## src/design/slru_pkg.sv

```systemverilog
// Shared types and codes of the segmented LRU replacement engine.
package slru_pkg;

    localparam logic [2:0] KIND_NOT_FOUND = 3'd0;
    localparam logic [2:0] KIND_MISS_INSERTED = 3'd1;
    localparam logic [2:0] KIND_PROB_REFRESH = 3'd2;
    localparam logic [2:0] KIND_PROMOTED = 3'd3;
    localparam logic [2:0] KIND_PROT_REFRESH = 3'd4;
    localparam logic [2:0] KIND_EVICTION = 3'd5;

    localparam logic [2:0] REG_LIMIT_PROBATION = 3'd0;
    localparam logic [2:0] REG_LIMIT_PROTECTED = 3'd1;
    localparam logic [2:0] REG_SIZE_TYPE_A = 3'd2;
    localparam logic [2:0] REG_SIZE_TYPE_B = 3'd3;
    localparam logic [2:0] REG_SINGLE_POOL = 3'd4;

    localparam logic [1:0] RES_NONE = 2'd0;
    localparam logic [1:0] RES_PROBATION = 2'd1;
    localparam logic [1:0] RES_PROTECTED = 2'd2;

    typedef struct packed {
        logic [14:0] limit_probation;
        logic [14:0] limit_protected;
        logic [4:0]  size_type_a;
        logic [4:0]  size_type_b;
        logic        single_pool_only;
    } cfg_t;

    typedef struct packed {
        logic etype;
        logic present;
    } item_t;

    typedef struct packed {
        logic       strobe;
        logic [2:0] kind;
        logic [9:0] victim_index;
        logic       victim_type;
        logic       victim_segment;
        logic       last;
    } result_t;

endpackage

```

## src/design/slru_front.sv

```systemverilog
// Front end: takes items, reduces the index into the table range, queues them.
module slru_front #(
    parameter int NUM_ENTRIES = 1024
) (
    input  logic                           clk,
    input  logic                           rst_n,
    input  logic                           start,
    input  logic [9:0]                     entry_index,
    input  logic                           entry_type,
    input  logic                           entry_present,
    output logic                           busy,
    output logic                           q_valid,
    output logic [$clog2(NUM_ENTRIES)-1:0] q_idx,
    output slru_pkg::item_t                q_item,
    input  logic                           q_pop
);

    localparam int IW = $clog2(NUM_ENTRIES);
    // scaled reciprocal of the table size; exact quotient for any 10-bit index below 1024 entries
    localparam int RECIP = (NUM_ENTRIES >= 1024) ? 0 :
                           ((1 << 20) + NUM_ENTRIES - 1) / NUM_ENTRIES;

    function automatic logic [9:0] reduce_index(input logic [9:0] x);
        logic [29:0] prod;
        logic [19:0] qn;
        prod = 30'(x) * 30'(RECIP);
        qn = 20'(prod[29:20]) * 20'(NUM_ENTRIES);
        return (NUM_ENTRIES >= 1024) ? x : (x - qn[9:0]);
    endfunction

    logic            stage_full_reg, stage_full_next;
    logic [9:0]      rem_reg, rem_next;
    slru_pkg::item_t sitem_reg, sitem_next;

    logic [IW-1:0]   fidx_reg [2];
    slru_pkg::item_t fitem_reg [2];
    logic            wptr_reg, rptr_reg;
    logic [1:0]      fcount_reg;
    logic            push;

    assign busy = stage_full_reg;
    assign push = stage_full_reg && (fcount_reg != 2'd2);

    always_comb
    begin
        stage_full_next = stage_full_reg;
        rem_next = rem_reg;
        sitem_next = sitem_reg;
        if (!stage_full_reg && start)
        begin
            stage_full_next = 1'b1;
            rem_next = reduce_index(entry_index);
            sitem_next.etype = entry_type;
            sitem_next.present = entry_present;
        end
        else if (push)
        begin
            stage_full_next = 1'b0;
        end
    end

    always_ff @(posedge clk or negedge rst_n)
    begin
        if (!rst_n)
        begin
            stage_full_reg <= 1'b0;
            wptr_reg <= 1'b0;
            rptr_reg <= 1'b0;
            fcount_reg <= 2'd0;
        end
        else
        begin
            stage_full_reg <= stage_full_next;
            if (push)
                wptr_reg <= ~wptr_reg;
            if (q_pop)
                rptr_reg <= ~rptr_reg;
            fcount_reg <= fcount_reg + 2'(push) - 2'(q_pop);
        end
    end

    always_ff @(posedge clk)
    begin
        rem_reg <= rem_next;
        sitem_reg <= sitem_next;
        if (push)
        begin
            fidx_reg[wptr_reg] <= IW'(rem_reg);
            fitem_reg[wptr_reg] <= sitem_reg;
        end
    end

    assign q_valid = (fcount_reg != 2'd0);
    assign q_idx = fidx_reg[rptr_reg];
    assign q_item = fitem_reg[rptr_reg];

endmodule

```

## config.mk

```make
export PLATFORM = sky130hd
export DESIGN_NAME = slru_front
export DESIGN_NICKNAME = d
export VERILOG_FILES = /design/src/design/slru_pkg.sv /design/src/design/slru_front.sv
export SDC_FILE = /design/constraint.sdc
export NUM_CORES = 1
export LEC_CHECK = 0
export BUFFER_PORTS_ARGS = -buffer_cell sky130_fd_sc_hd__buf_2
export CAP_MARGIN = 0
export CORE_ASPECT_RATIO = 0.7
export CORE_MARGIN = 2
export CORE_UTILIZATION = 40
export DETAILED_ROUTE_END_ITERATION = 16
export GPL_TIMING_DRIVEN = 0
export HOLD_SLACK_MARGIN = 0.02
export PLACE_DENSITY = 0.64
export SLEW_MARGIN = 15
export SYNTH_ARGS = -nofsm -noshare
export SYNTH_HDL_FRONTEND = slang
export SYNTH_SLANG_ARGS = --single-unit
```

## constraint.sdc

```tcl
create_clock -name clk -period 2.5 [get_ports clk]
set_clock_uncertainty 0.05 [all_clocks]
set_input_delay 0.125 -clock clk [delete_from_list [all_inputs] [get_ports clk]]
set_output_delay 0.125 -clock clk [all_outputs]
set_load 0.01 [all_outputs]
```

==> results of run 1 <==
[stage by stage]
step / total power [mW] / worst slack, ps / cells
3_5_place_dp: 1.57 / 479 / 149
3_3_place_gp: 1.54 / 569 / 149
4_1_cts: 1.99 / 463 / 170
2_1_floorplan: 1.36 / 902 / 70
6_report: 1.95 / 537 / 170
5_1_grt: 2.08 / 389 / 170
[power by group through the flow]
stage / clock network [mW] / logic, mW / registers (mW)
after global placement: 0 / 0.501 / 1.04
after global routing: 0.439 / 0.585 / 1.06
final: 0.395 / 0.521 / 1.04
after detailed placement: 0 / 0.520 / 1.05
after CTS: 0.412 / 0.539 / 1.04
after floorplan: 0 / 0.329 / 1.03
[worst max-delay path by stage]
stage / start / to / slack [ps] / cells past startpoint
final: fcount_reg[1]$_DFF_PN0_ / fidx_reg[0][9]$_DFFE_PP_ / 540 / 3
after global routing: fcount_reg[1]$_DFF_PN0_ / fidx_reg[0][8]$_DFFE_PP_ / 390 / 3
after CTS: fcount_reg[1]$_DFF_PN0_ / fidx_reg[0][7]$_DFFE_PP_ / 460 / 3
after detailed placement: fcount_reg[1]$_DFF_PN0_ / fidx_reg[0][8]$_DFFE_PP_ / 480 / 3
after global placement: fcount_reg[1]$_DFF_PN0_ / fidx_reg[0][8]$_DFFE_PP_ / 570 / 3
after floorplan: fcount_reg[1]$_DFF_PN0_ / fidx_reg[0][0]$_DFFE_PP_ / 900 / 3
[cells by family (layout without fill, tap and decap cells)]
group | Yosys count | count (layout) | synth area share, %
buffers and inverters | 2 | 52 | 0.765
AOI/OAI and AO/OA | 3 | 3 | 1.79
DFF | 41 | 41 | 82.0
muxes | 12 | 12 | 9.18
and+or+nand+nor | 7 | 7 | 3.06
adders and majority gates | 1 | 1 | 0.850
xor gates and xnor gates | 4 | 4 | 2.38
[timing repair]
item                      in CTS  in global routing
setup buffers                  0                  0
resized for setup              0                  0
hold buffers                  13                  0
hold endpoints to repair      17                  0
[layout make-up]
class                      count  share of cell area, %
tap                           50                   3.31
multi-input combinational     27                   13.6
clock buffer                   8                   4.23
timing repair buffer          42                   14.6
inverter                       1                  0.198
buffer                         1                  0.397
sequential                    41                   63.8
[metal layers]
layer	vias to the layer above	global-route usage, %	share of wire [%]
met4	0	5.45	0
met1	356	14.2	44
li1	360	-	-
met5	-	0	0
met3	0	5.45	5.4
met2	21	21.4	50
[synth_stat cells (3+ instances only)]
| library cell | count | area, um^2 |
|---|---|---|
| xnor2_1 | 3 | 26.3 |
| edfxtp_1 | 36 | 1080 |
| dfrtp_1 | 5 | 125 |
| mux2_1 | 12 | 135 |
==> impl_metrics.tcl, run 1 <==
set metrics [dict create \
    worstPathArrival_ps 1810 \
    dieArea_um2 4190 \
    drive_above_1_share_pct 31.7 \
    critPathMaxStageDelay_ps 850 \
    grt_max_degree 14 \
    yosys.cell_types.count 18 \
    slew_violations 0 \
    power.density_nw_per_um2 1030 \
    r2r_start "fcount_reg[1]$_DFF_PN0_" \
    async_flop_share_pct 12.2 \
    seq_power_share_pct 53.1 \
    place.gp.congestion 0.725 \
    fin_nets 136 \
    layout_min_cycle_time_ps 1960 \
    clockBufferDepth 2 \
    min_period_over_period_pct 78.5 \
    row_count 18 \
    path_buf_inv 0 \
    worst_setup_path_end_kind "flip-flop" \
    cts_buffers 5 \
    seqCellArea_um2 1210 \
    synth_area_um2 1470 \
    firstDrtPassIters 4 \
    max_slew_margin_pct 26.4 \
    crit_fanout 12 \
    grt_usage_pct 12.5 \
    cts_tree "done" \
    hold_path.class "input port to flip-flop" \
    p_comb_share_pct 26.7 \
    slowest_stage "nor2_1" \
    cap_violations 0 \
    syn_area_per_cell_um2 21.0 \
    core-area_um2 3510 \
    num_vias 737 \
    cts.sink_count 41 \
    fp.dieH_um 54.7 \
    grt-ovfl-total 0 \
    status "complete, no violations" \
    reg2reg_to "fidx_reg[0][9]$_DFFE_PP_" \
    synth_seq_cells 41 \
    wirelength_um 2300 \
    fin_area_um2 1890 \
    grt_pass1_vias 756 \
    antenna_cells 0 \
    crit_family "simple AND/OR/NAND/NOR gates" \
    antenna_found_initial 0 \
    yosysWarnings 0 \
    h-tree-depth 2 \
    path_clk_slew_ps 70 \
    sw_frac_of_total_pct 28.9 \
    clockRootBuffer "clkbuf_8" \
    largest_reg_flops 20 \
    remaining_drc_errors 0 \
    multi_input_area_um2 256 \
    hold_depth 2 \
    avgViaCountPerCell 4.34 \
    holdWs_ps 47.0 \
    synthFlopType "edfxtp_1" \
    area_growth_pct 28.6 \
    max_freq_mhz 510 \
    drt-initial-drc-count 16 \
    mostFrequentLayoutCells "edfxtp_1, buf_2, dlygate4sd3_1, mux2_1" \
    routedWlPerCell_um 13.6 \
    final.fill_count 302 \
    rr_worst_depth 3 \
    rsz0062_at_grt "false" \
    worstHoldStart "q_pop" \
    tightest_slew_ps 1100 \
    tns_ps 0 \
    top_level_ports 30 \
    startpoint_type "flip-flop" \
    grt_pass1_wl_um 3640 \
    utilization_pct 53.8 \
    setup_viol 0 \
    io_buffer_count 29 \
    die_w_um 76.5 \
    pwr-share-clk_pct 20.3 \
    reg2reg_slack_ps 540 \
    leakage_nw 0.710 \
    ys_seq_area_share_pct 82.0 \
    synth_edf_count 36 \
    intPower_mw 1.39 \
    postRouteAntennaNets 0 \
    peakVddDrop_uv 520 \
    floorplan.initialDensity_pct 41.9 \
    layout_commonest_cell "edfxtp_1" \
    min_to "rptr_reg$_DFFE_PN0P_" \
    synthCells 70 \
    placed_cell_area_um2 1680 \
    clk_latency_ps 280 \
    crit_required_ps 2350 \
    worstPathCellList "nand2b_1 -> nand2_1 -> nor2_1" \
    hold_viol_final 0 \
    p_switching_mw 0.564 \
    path_class "flip-flop to flip-flop" \
    dp_hpwl_um 1480 \
    synth_nets 87 \
]
Power figures use the tool's default switching activity.
==> run 2: changes to the inputs <==
--- a/config.mk
+++ b/config.mk
@@ -13,7 +13,7 @@
 export DETAILED_ROUTE_END_ITERATION = 16
 export GPL_TIMING_DRIVEN = 0
 export HOLD_SLACK_MARGIN = 0.02
-export PLACE_DENSITY = 0.64
+export PLACE_DENSITY = 0.67
 export SLEW_MARGIN = 15
 export SYNTH_ARGS = -nofsm -noshare
 export SYNTH_HDL_FRONTEND = slang
==> constraint.sdc (replaced) <==
create_clock -name clk -period 1.7 [get_ports clk]
set_clock_uncertainty 0.05 [all_clocks]
set_input_delay 0.085 -clock clk [delete_from_list [all_inputs] [get_ports clk]]
set_output_delay 0.085 -clock clk [all_outputs]
set_load 0.01 [all_outputs]
==> impl_metrics.tcl, run 2 (synthesis gave the netlist of run 1 again) <==
set metrics [dict create \
    core-area_um2 3510 \
    final.fill_count 305 \
    io_buffer_count 29 \
    cts.sink_count 41 \
    routedWlPerCell_um 13.7 \
    firstDrtPassIters 4 \
    postRouteAntennaNets 0 \
    cap_violations 0 \
    fp.dieH_um 54.7 \
    clockBufferDepth 2 \
    cts_tree "done" \
    min_period_over_period_pct 93.0 \
    layout_commonest_cell "edfxtp_1" \
    power.density_nw_per_um2 1590 \
    power.total_mw 3.09 \
    die_w_um 76.5 \
    worst_setup_path_end_kind "output port" \
    holdWs_ps 104 \
    reg2reg_slack_ps 150 \
    rr_worst_depth 2 \
    mostFrequentLayoutCells "edfxtp_1, buf_2, dlygate4sd3_1, mux2_1, clkbuf_8" \
    multi_input_area_um2 264 \
    path_class "flip-flop to output port" \
    avgViaCountPerCell 4.33 \
    max_slew_margin_pct 55.1 \
    row_count 18 \
    setup_viol 0 \
    grt_usage_pct 12.5 \
    r2r_start "fcount_reg[1]$_DFF_PN0_" \
    drt-initial-drc-count 12 \
    leakage_nw 0.734 \
    finalWorstSetupSlack_ps 119 \
    area_growth_pct 32.2 \
    num_vias 741 \
    peakVddDrop_uv 783 \
    tightest_slew_ps 671 \
    hold_path.class "input port to async pin" \
    cts_buffers 5 \
    rsz0062_at_grt "false" \
    hold_viol_final 0 \
    reg2reg_to "fidx_reg[1][4]$_DFFE_PP_" \
    seqCellArea_um2 1210 \
    grt_pass1_vias 762 \
    startpoint_type "flip-flop" \
    status "complete, no violations" \
    drive_above_1_share_pct 33.9 \
    top_level_ports 30 \
    place.gp.congestion 0.723 \
    remaining_drc_errors 0 \
    path_clk_slew_ps 70 \
    antenna_found_initial 0 \
    grt_pass1_wl_um 3570 \
    clk_latency_ps 290 \
    largest_reg_flops 20 \
    wirelength_um 2340 \
    clockRootBuffer "clkbuf_8" \
    fin_nets 137 \
    grt_max_degree 14 \
    slew_violations 0 \
    grt-ovfl-total 0 \
    dp_hpwl_um 1490 \
    place_ws_ps -307 \
    crit_required_ps 1560 \
    worstPathArrival_ps 1450 \
    floorplan.initialDensity_pct 41.9 \
    h-tree-depth 2 \
    crit_fanout 10 \
    layout_min_cycle_time_ps 1580 \
    dieArea_um2 4190 \
    max_freq_mhz 633 \
    antenna_cells 0 \
]
## run 2: worst max-delay path: stages, from the launching register on
cell and delay, ps:
dfrtp_1 420, buf_4 240, mux2_1 350, buf_2 150
## run 2: power by group
part           internal, mW  total, mW  switching (mW)
Clock                 0.478      0.788           0.310
Sequential             1.41       1.52           0.119
Combinational         0.349      0.777           0.428
## run 2: what timing repair did
item,in CTS,in global routing
endpoints found under the setup margin,25,12
endpoints found under the hold margin,18,0
hold buffers,14,0
gates resized for setup,2,1
buffers inserted,0,0
## run 2: layout make-up
class                      instances  share of cell area [%]
inverter                           1                   0.193
multi-input combinational         27                    13.6
sequential                        41                    62.0
clock buffer                       7                    4.44
timing repair buffer              43                    14.7
clock inverter                     1                    1.54
tap                               50                    3.22
buffer                             1                   0.386
## run 2: per-layer routing
layer  vias up  routed length (um)  track usage [%]
met4         0                  27             3.64
met5         -                   0                0
met3         5                 172             7.10
li1        362                   -                -
met1       349                1000             13.2
met2        25                1140             22.3
## run 2: metrics by stage
stage,instance area [um^2],utilization [%],TNS [ps],cells
finish,1950,55.4,0,171
detailed placement,1680,47.8,-5250,149
CTS,1940,55.2,0,171
global route,1950,55.4,0,171
floorplan,1470,-,0,70
global placement,1680,47.8,-3990,149
## run 2: worst max path at each step
stage | end | depth (start not counted) | slack, ps | startpoint
after floorplan | fidx_reg[0][0]$_DFFE_PP_ | 3 | 100 | fcount_reg[1]$_DFF_PN0_
after global placement | fidx_reg[0][6]$_DFFE_PP_ | 3 | -210 | fcount_reg[1]$_DFF_PN0_
after detailed placement | fidx_reg[0][6]$_DFFE_PP_ | 3 | -310 | fcount_reg[1]$_DFF_PN0_
after CTS | fitem_reg[0][0]$_DFFE_PP_ | 3 | 6 | fcount_reg[1]$_DFF_PN0_
after global routing | q_idx[2] | 3 | 40 | rptr_reg$_DFFE_PN0P_
final | q_idx[3] | 3 | 120 | rptr_reg$_DFFE_PN0P_
==> run 3: changes to the inputs <==
--- a/config.mk
+++ b/config.mk
@@ -5,6 +5,7 @@
 export SDC_FILE = /design/constraint.sdc
 export NUM_CORES = 1
 export LEC_CHECK = 0
+export ABC_AREA = 1
 export BUFFER_PORTS_ARGS = -buffer_cell sky130_fd_sc_hd__buf_2
 export CAP_MARGIN = 0
 export CORE_ASPECT_RATIO = 0.7
@@ -13,7 +14,7 @@
 export DETAILED_ROUTE_END_ITERATION = 16
 export GPL_TIMING_DRIVEN = 0
 export HOLD_SLACK_MARGIN = 0.02
-export PLACE_DENSITY = 0.67
+export PLACE_DENSITY = 0.66
 export SLEW_MARGIN = 15
 export SYNTH_ARGS = -nofsm -noshare
 export SYNTH_HDL_FRONTEND = slang
==> impl_metrics.tcl, run 3 <==
set metrics [dict create \
    avgViaCountPerCell 4.30 \
    max_slew_margin_pct 54.6 \
    cts_buffers 5 \
    tightest_slew_ps 680 \
    antenna_cells 0 \
    top_level_ports 30 \
    rr_worst_depth 3 \
    slew_violations 0 \
    netlist.area_leader.share_pct 71.5 \
    mostFrequentLayoutCells "edfxtp_1, buf_2, dlygate4sd3_1, nand2_1, mux2_4" \
    path_clk_slew_ps 70 \
    place_ws_ps -251 \
    yosys-top-cells-count "edfxtp_1, nand2_1, mux2_4" \
    final.fill_count 280 \
    max_freq_mhz 631 \
    synth_nets 100 \
    synth_edf_count 36 \
    cts_tree "done" \
    drt-initial-drc-count 54 \
    synth_area_leaders "edfxtp_1, mux2_4, dfrtp_1" \
    dp_hpwl_um 1390 \
    status "complete, no violations" \
    dieArea_um2 4300 \
    cts.sink_count 41 \
    die_w_um 77.5 \
    dp_cells 162 \
    min_period_over_period_pct 93.1 \
    yosysWarnings 0 \
    tns_ps 0 \
    syn_area_per_cell_um2 18.2 \
    setup_viol 0 \
    final_cells 185 \
    place.gp.congestion 0.697 \
    worstPathArrival_ps 1450 \
    power.total_mw 3.22 \
    routedWlPerCell_um 12.5 \
    synth.most_common_cell "edfxtp_1" \
    hold_path.class "input port to async pin" \
    grt_usage_pct 12.1 \
    synthCells 83 \
    num_vias 796 \
    grt-ovfl-total 0 \
    largest_reg_flops 20 \
    antenna_found_initial 0 \
    worst_setup_path_end_kind "flip-flop" \
    reg2reg_slack_ps 120 \
    postRouteAntennaNets 0 \
    h-tree-depth 2 \
    remaining_drc_errors 0 \
    layout_min_cycle_time_ps 1580 \
    cap_violations 0 \
    fp.dieH_um 55.5 \
    crit_fanout 13 \
    reg2reg_to "fidx_reg[1][9]$_DFFE_PP_" \
    crit_required_ps 1570 \
    yosys.cell_types.count 12 \
    synthFlopType "edfxtp_1" \
    synth_seq_cells 41 \
    fin_nets 151 \
    startpoint_type "flip-flop" \
    core-area_um2 3580 \
    path_class "flip-flop to flip-flop" \
    finalWorstSetupSlack_ps 116 \
    row_count 18 \
    async_flop_share_pct 12.2 \
    io_buffer_count 29 \
    drive_above_1_share_pct 37.0 \
    floorplan.initialDensity_pct 42.2 \
    clk_latency_ps 290 \
    grt_max_degree 14 \
    ys_seq_area_share_pct 79.7 \
    peakVddDrop_uv 882 \
    firstDrtPassIters 4 \
    wirelength_um 2310 \
    grt_pass1_wl_um 3760 \
    clockBufferDepth 2 \
    clockRootBuffer "clkbuf_8" \
    r2r_start "fcount_reg[1]$_DFF_PN0_" \
    synth_top_area_cell "edfxtp_1" \
    leakage_nw 0.799 \
    startpoint "fcount_reg[1]$_DFF_PN0_" \
    grt_pass1_vias 845 \
    rsz0062_at_grt "true" \
    synth_area_um2 1510 \
    power.density_nw_per_um2 1640 \
    area_growth_pct 29.4 \
    hold_viol_final 0 \
    layout_commonest_cell "edfxtp_1" \
]
-- run 3: cell types whose count changed after synthesis, sizes merged, moves of 3 or more --
cell | previous run | this run
nand2 | 1 | 11
inv | 1 | 8
nor2 | 1 | 5
xnor2 | 3 | 0
-- run 3: worst max-delay path by stage --
stage | depth (start not counted) | to | slack, ps
floorplan | 3 | fidx_reg[1][0]$_DFFE_PP_ | 160
global placement | 3 | fidx_reg[1][9]$_DFFE_PP_ | -180
detailed placement | 3 | fidx_reg[1][7]$_DFFE_PP_ | -250
CTS | 4 | rem_reg[0]$_DFFE_PP_ | 20
global route | 4 | fidx_reg[0][0]$_DFFE_PP_ | -10
finish | 3 | fidx_reg[1][9]$_DFFE_PP_ | 120
-- run 3: worst max-delay path, cell delays in order (launching register included) --
cell,delay [ps]
dfrtp_1,410
nand2_1,70
nand2_1,130
nor2_2,560
-- run 3: cell families (layout without fill, tap and decap cells) --
kind of cell    count (synthesis)  in the layout  share of synthesized area, %
fa+ha+maj                       1              1                         0.827
xor+xnor                        1              1                         0.579
compound gates                  2              2                         0.662
mux                            12             12                          11.2
simple gates                   17             17                          4.30
buf+inv                         9             61                          2.73
flops                          41             41                          79.7
-- run 3: what timing repair did --
item / CTS / global route
hold buffers: 15 / 0
pin swaps: 0 / 0
buffers inserted: 0 / 0
endpoints found under the hold margin: 19 / 0
gates resized for setup: 2 / 1
endpoints found under the setup margin: 25 / 24
-- run 3: where the power goes --
group	internal [mW]	switching, mW	leakage, nW
combinational	0.479	0.545	0.365
clock	0.286	0.307	0.0399
sequential	1.48	0.120	0.394
total	2.25	0.971	0.799
-- run 3: area by class of cell --
type                    instances  area (um^2)  area share (%)
plain buffers                   1         11.3           0.575
clock buffers                   7         76.3            3.90
clock inverters                 1         3.75           0.192
well taps                      50         62.6            3.19
flip-flops and latches         41         1210            61.6
multi-input cells              33          273            13.9
inverters                       8         30.0            1.53
repair buffers                 44          295            15.1
-- run 3: metal layers --
layer  vias to the layer above  track usage [%]  wire [um]
met2                        20             20.6       1230
met1                       375             13.2        930
met5                         -                0          0
li1                        396                -          -
met3                         5             4.90        112
met4                         0             6.12         36
-- run 3: through the flow --
stage	instance area, um^2	hold slack (ps)	utilization, %
2_1_floorplan	1510	-261	-
3_3_place_gp	1720	-146	48.0
3_5_place_dp	1720	-144	48.0
4_1_cts	1960	76.8	54.6
5_1_grt	1960	105	54.7
6_report	1960	107	54.7
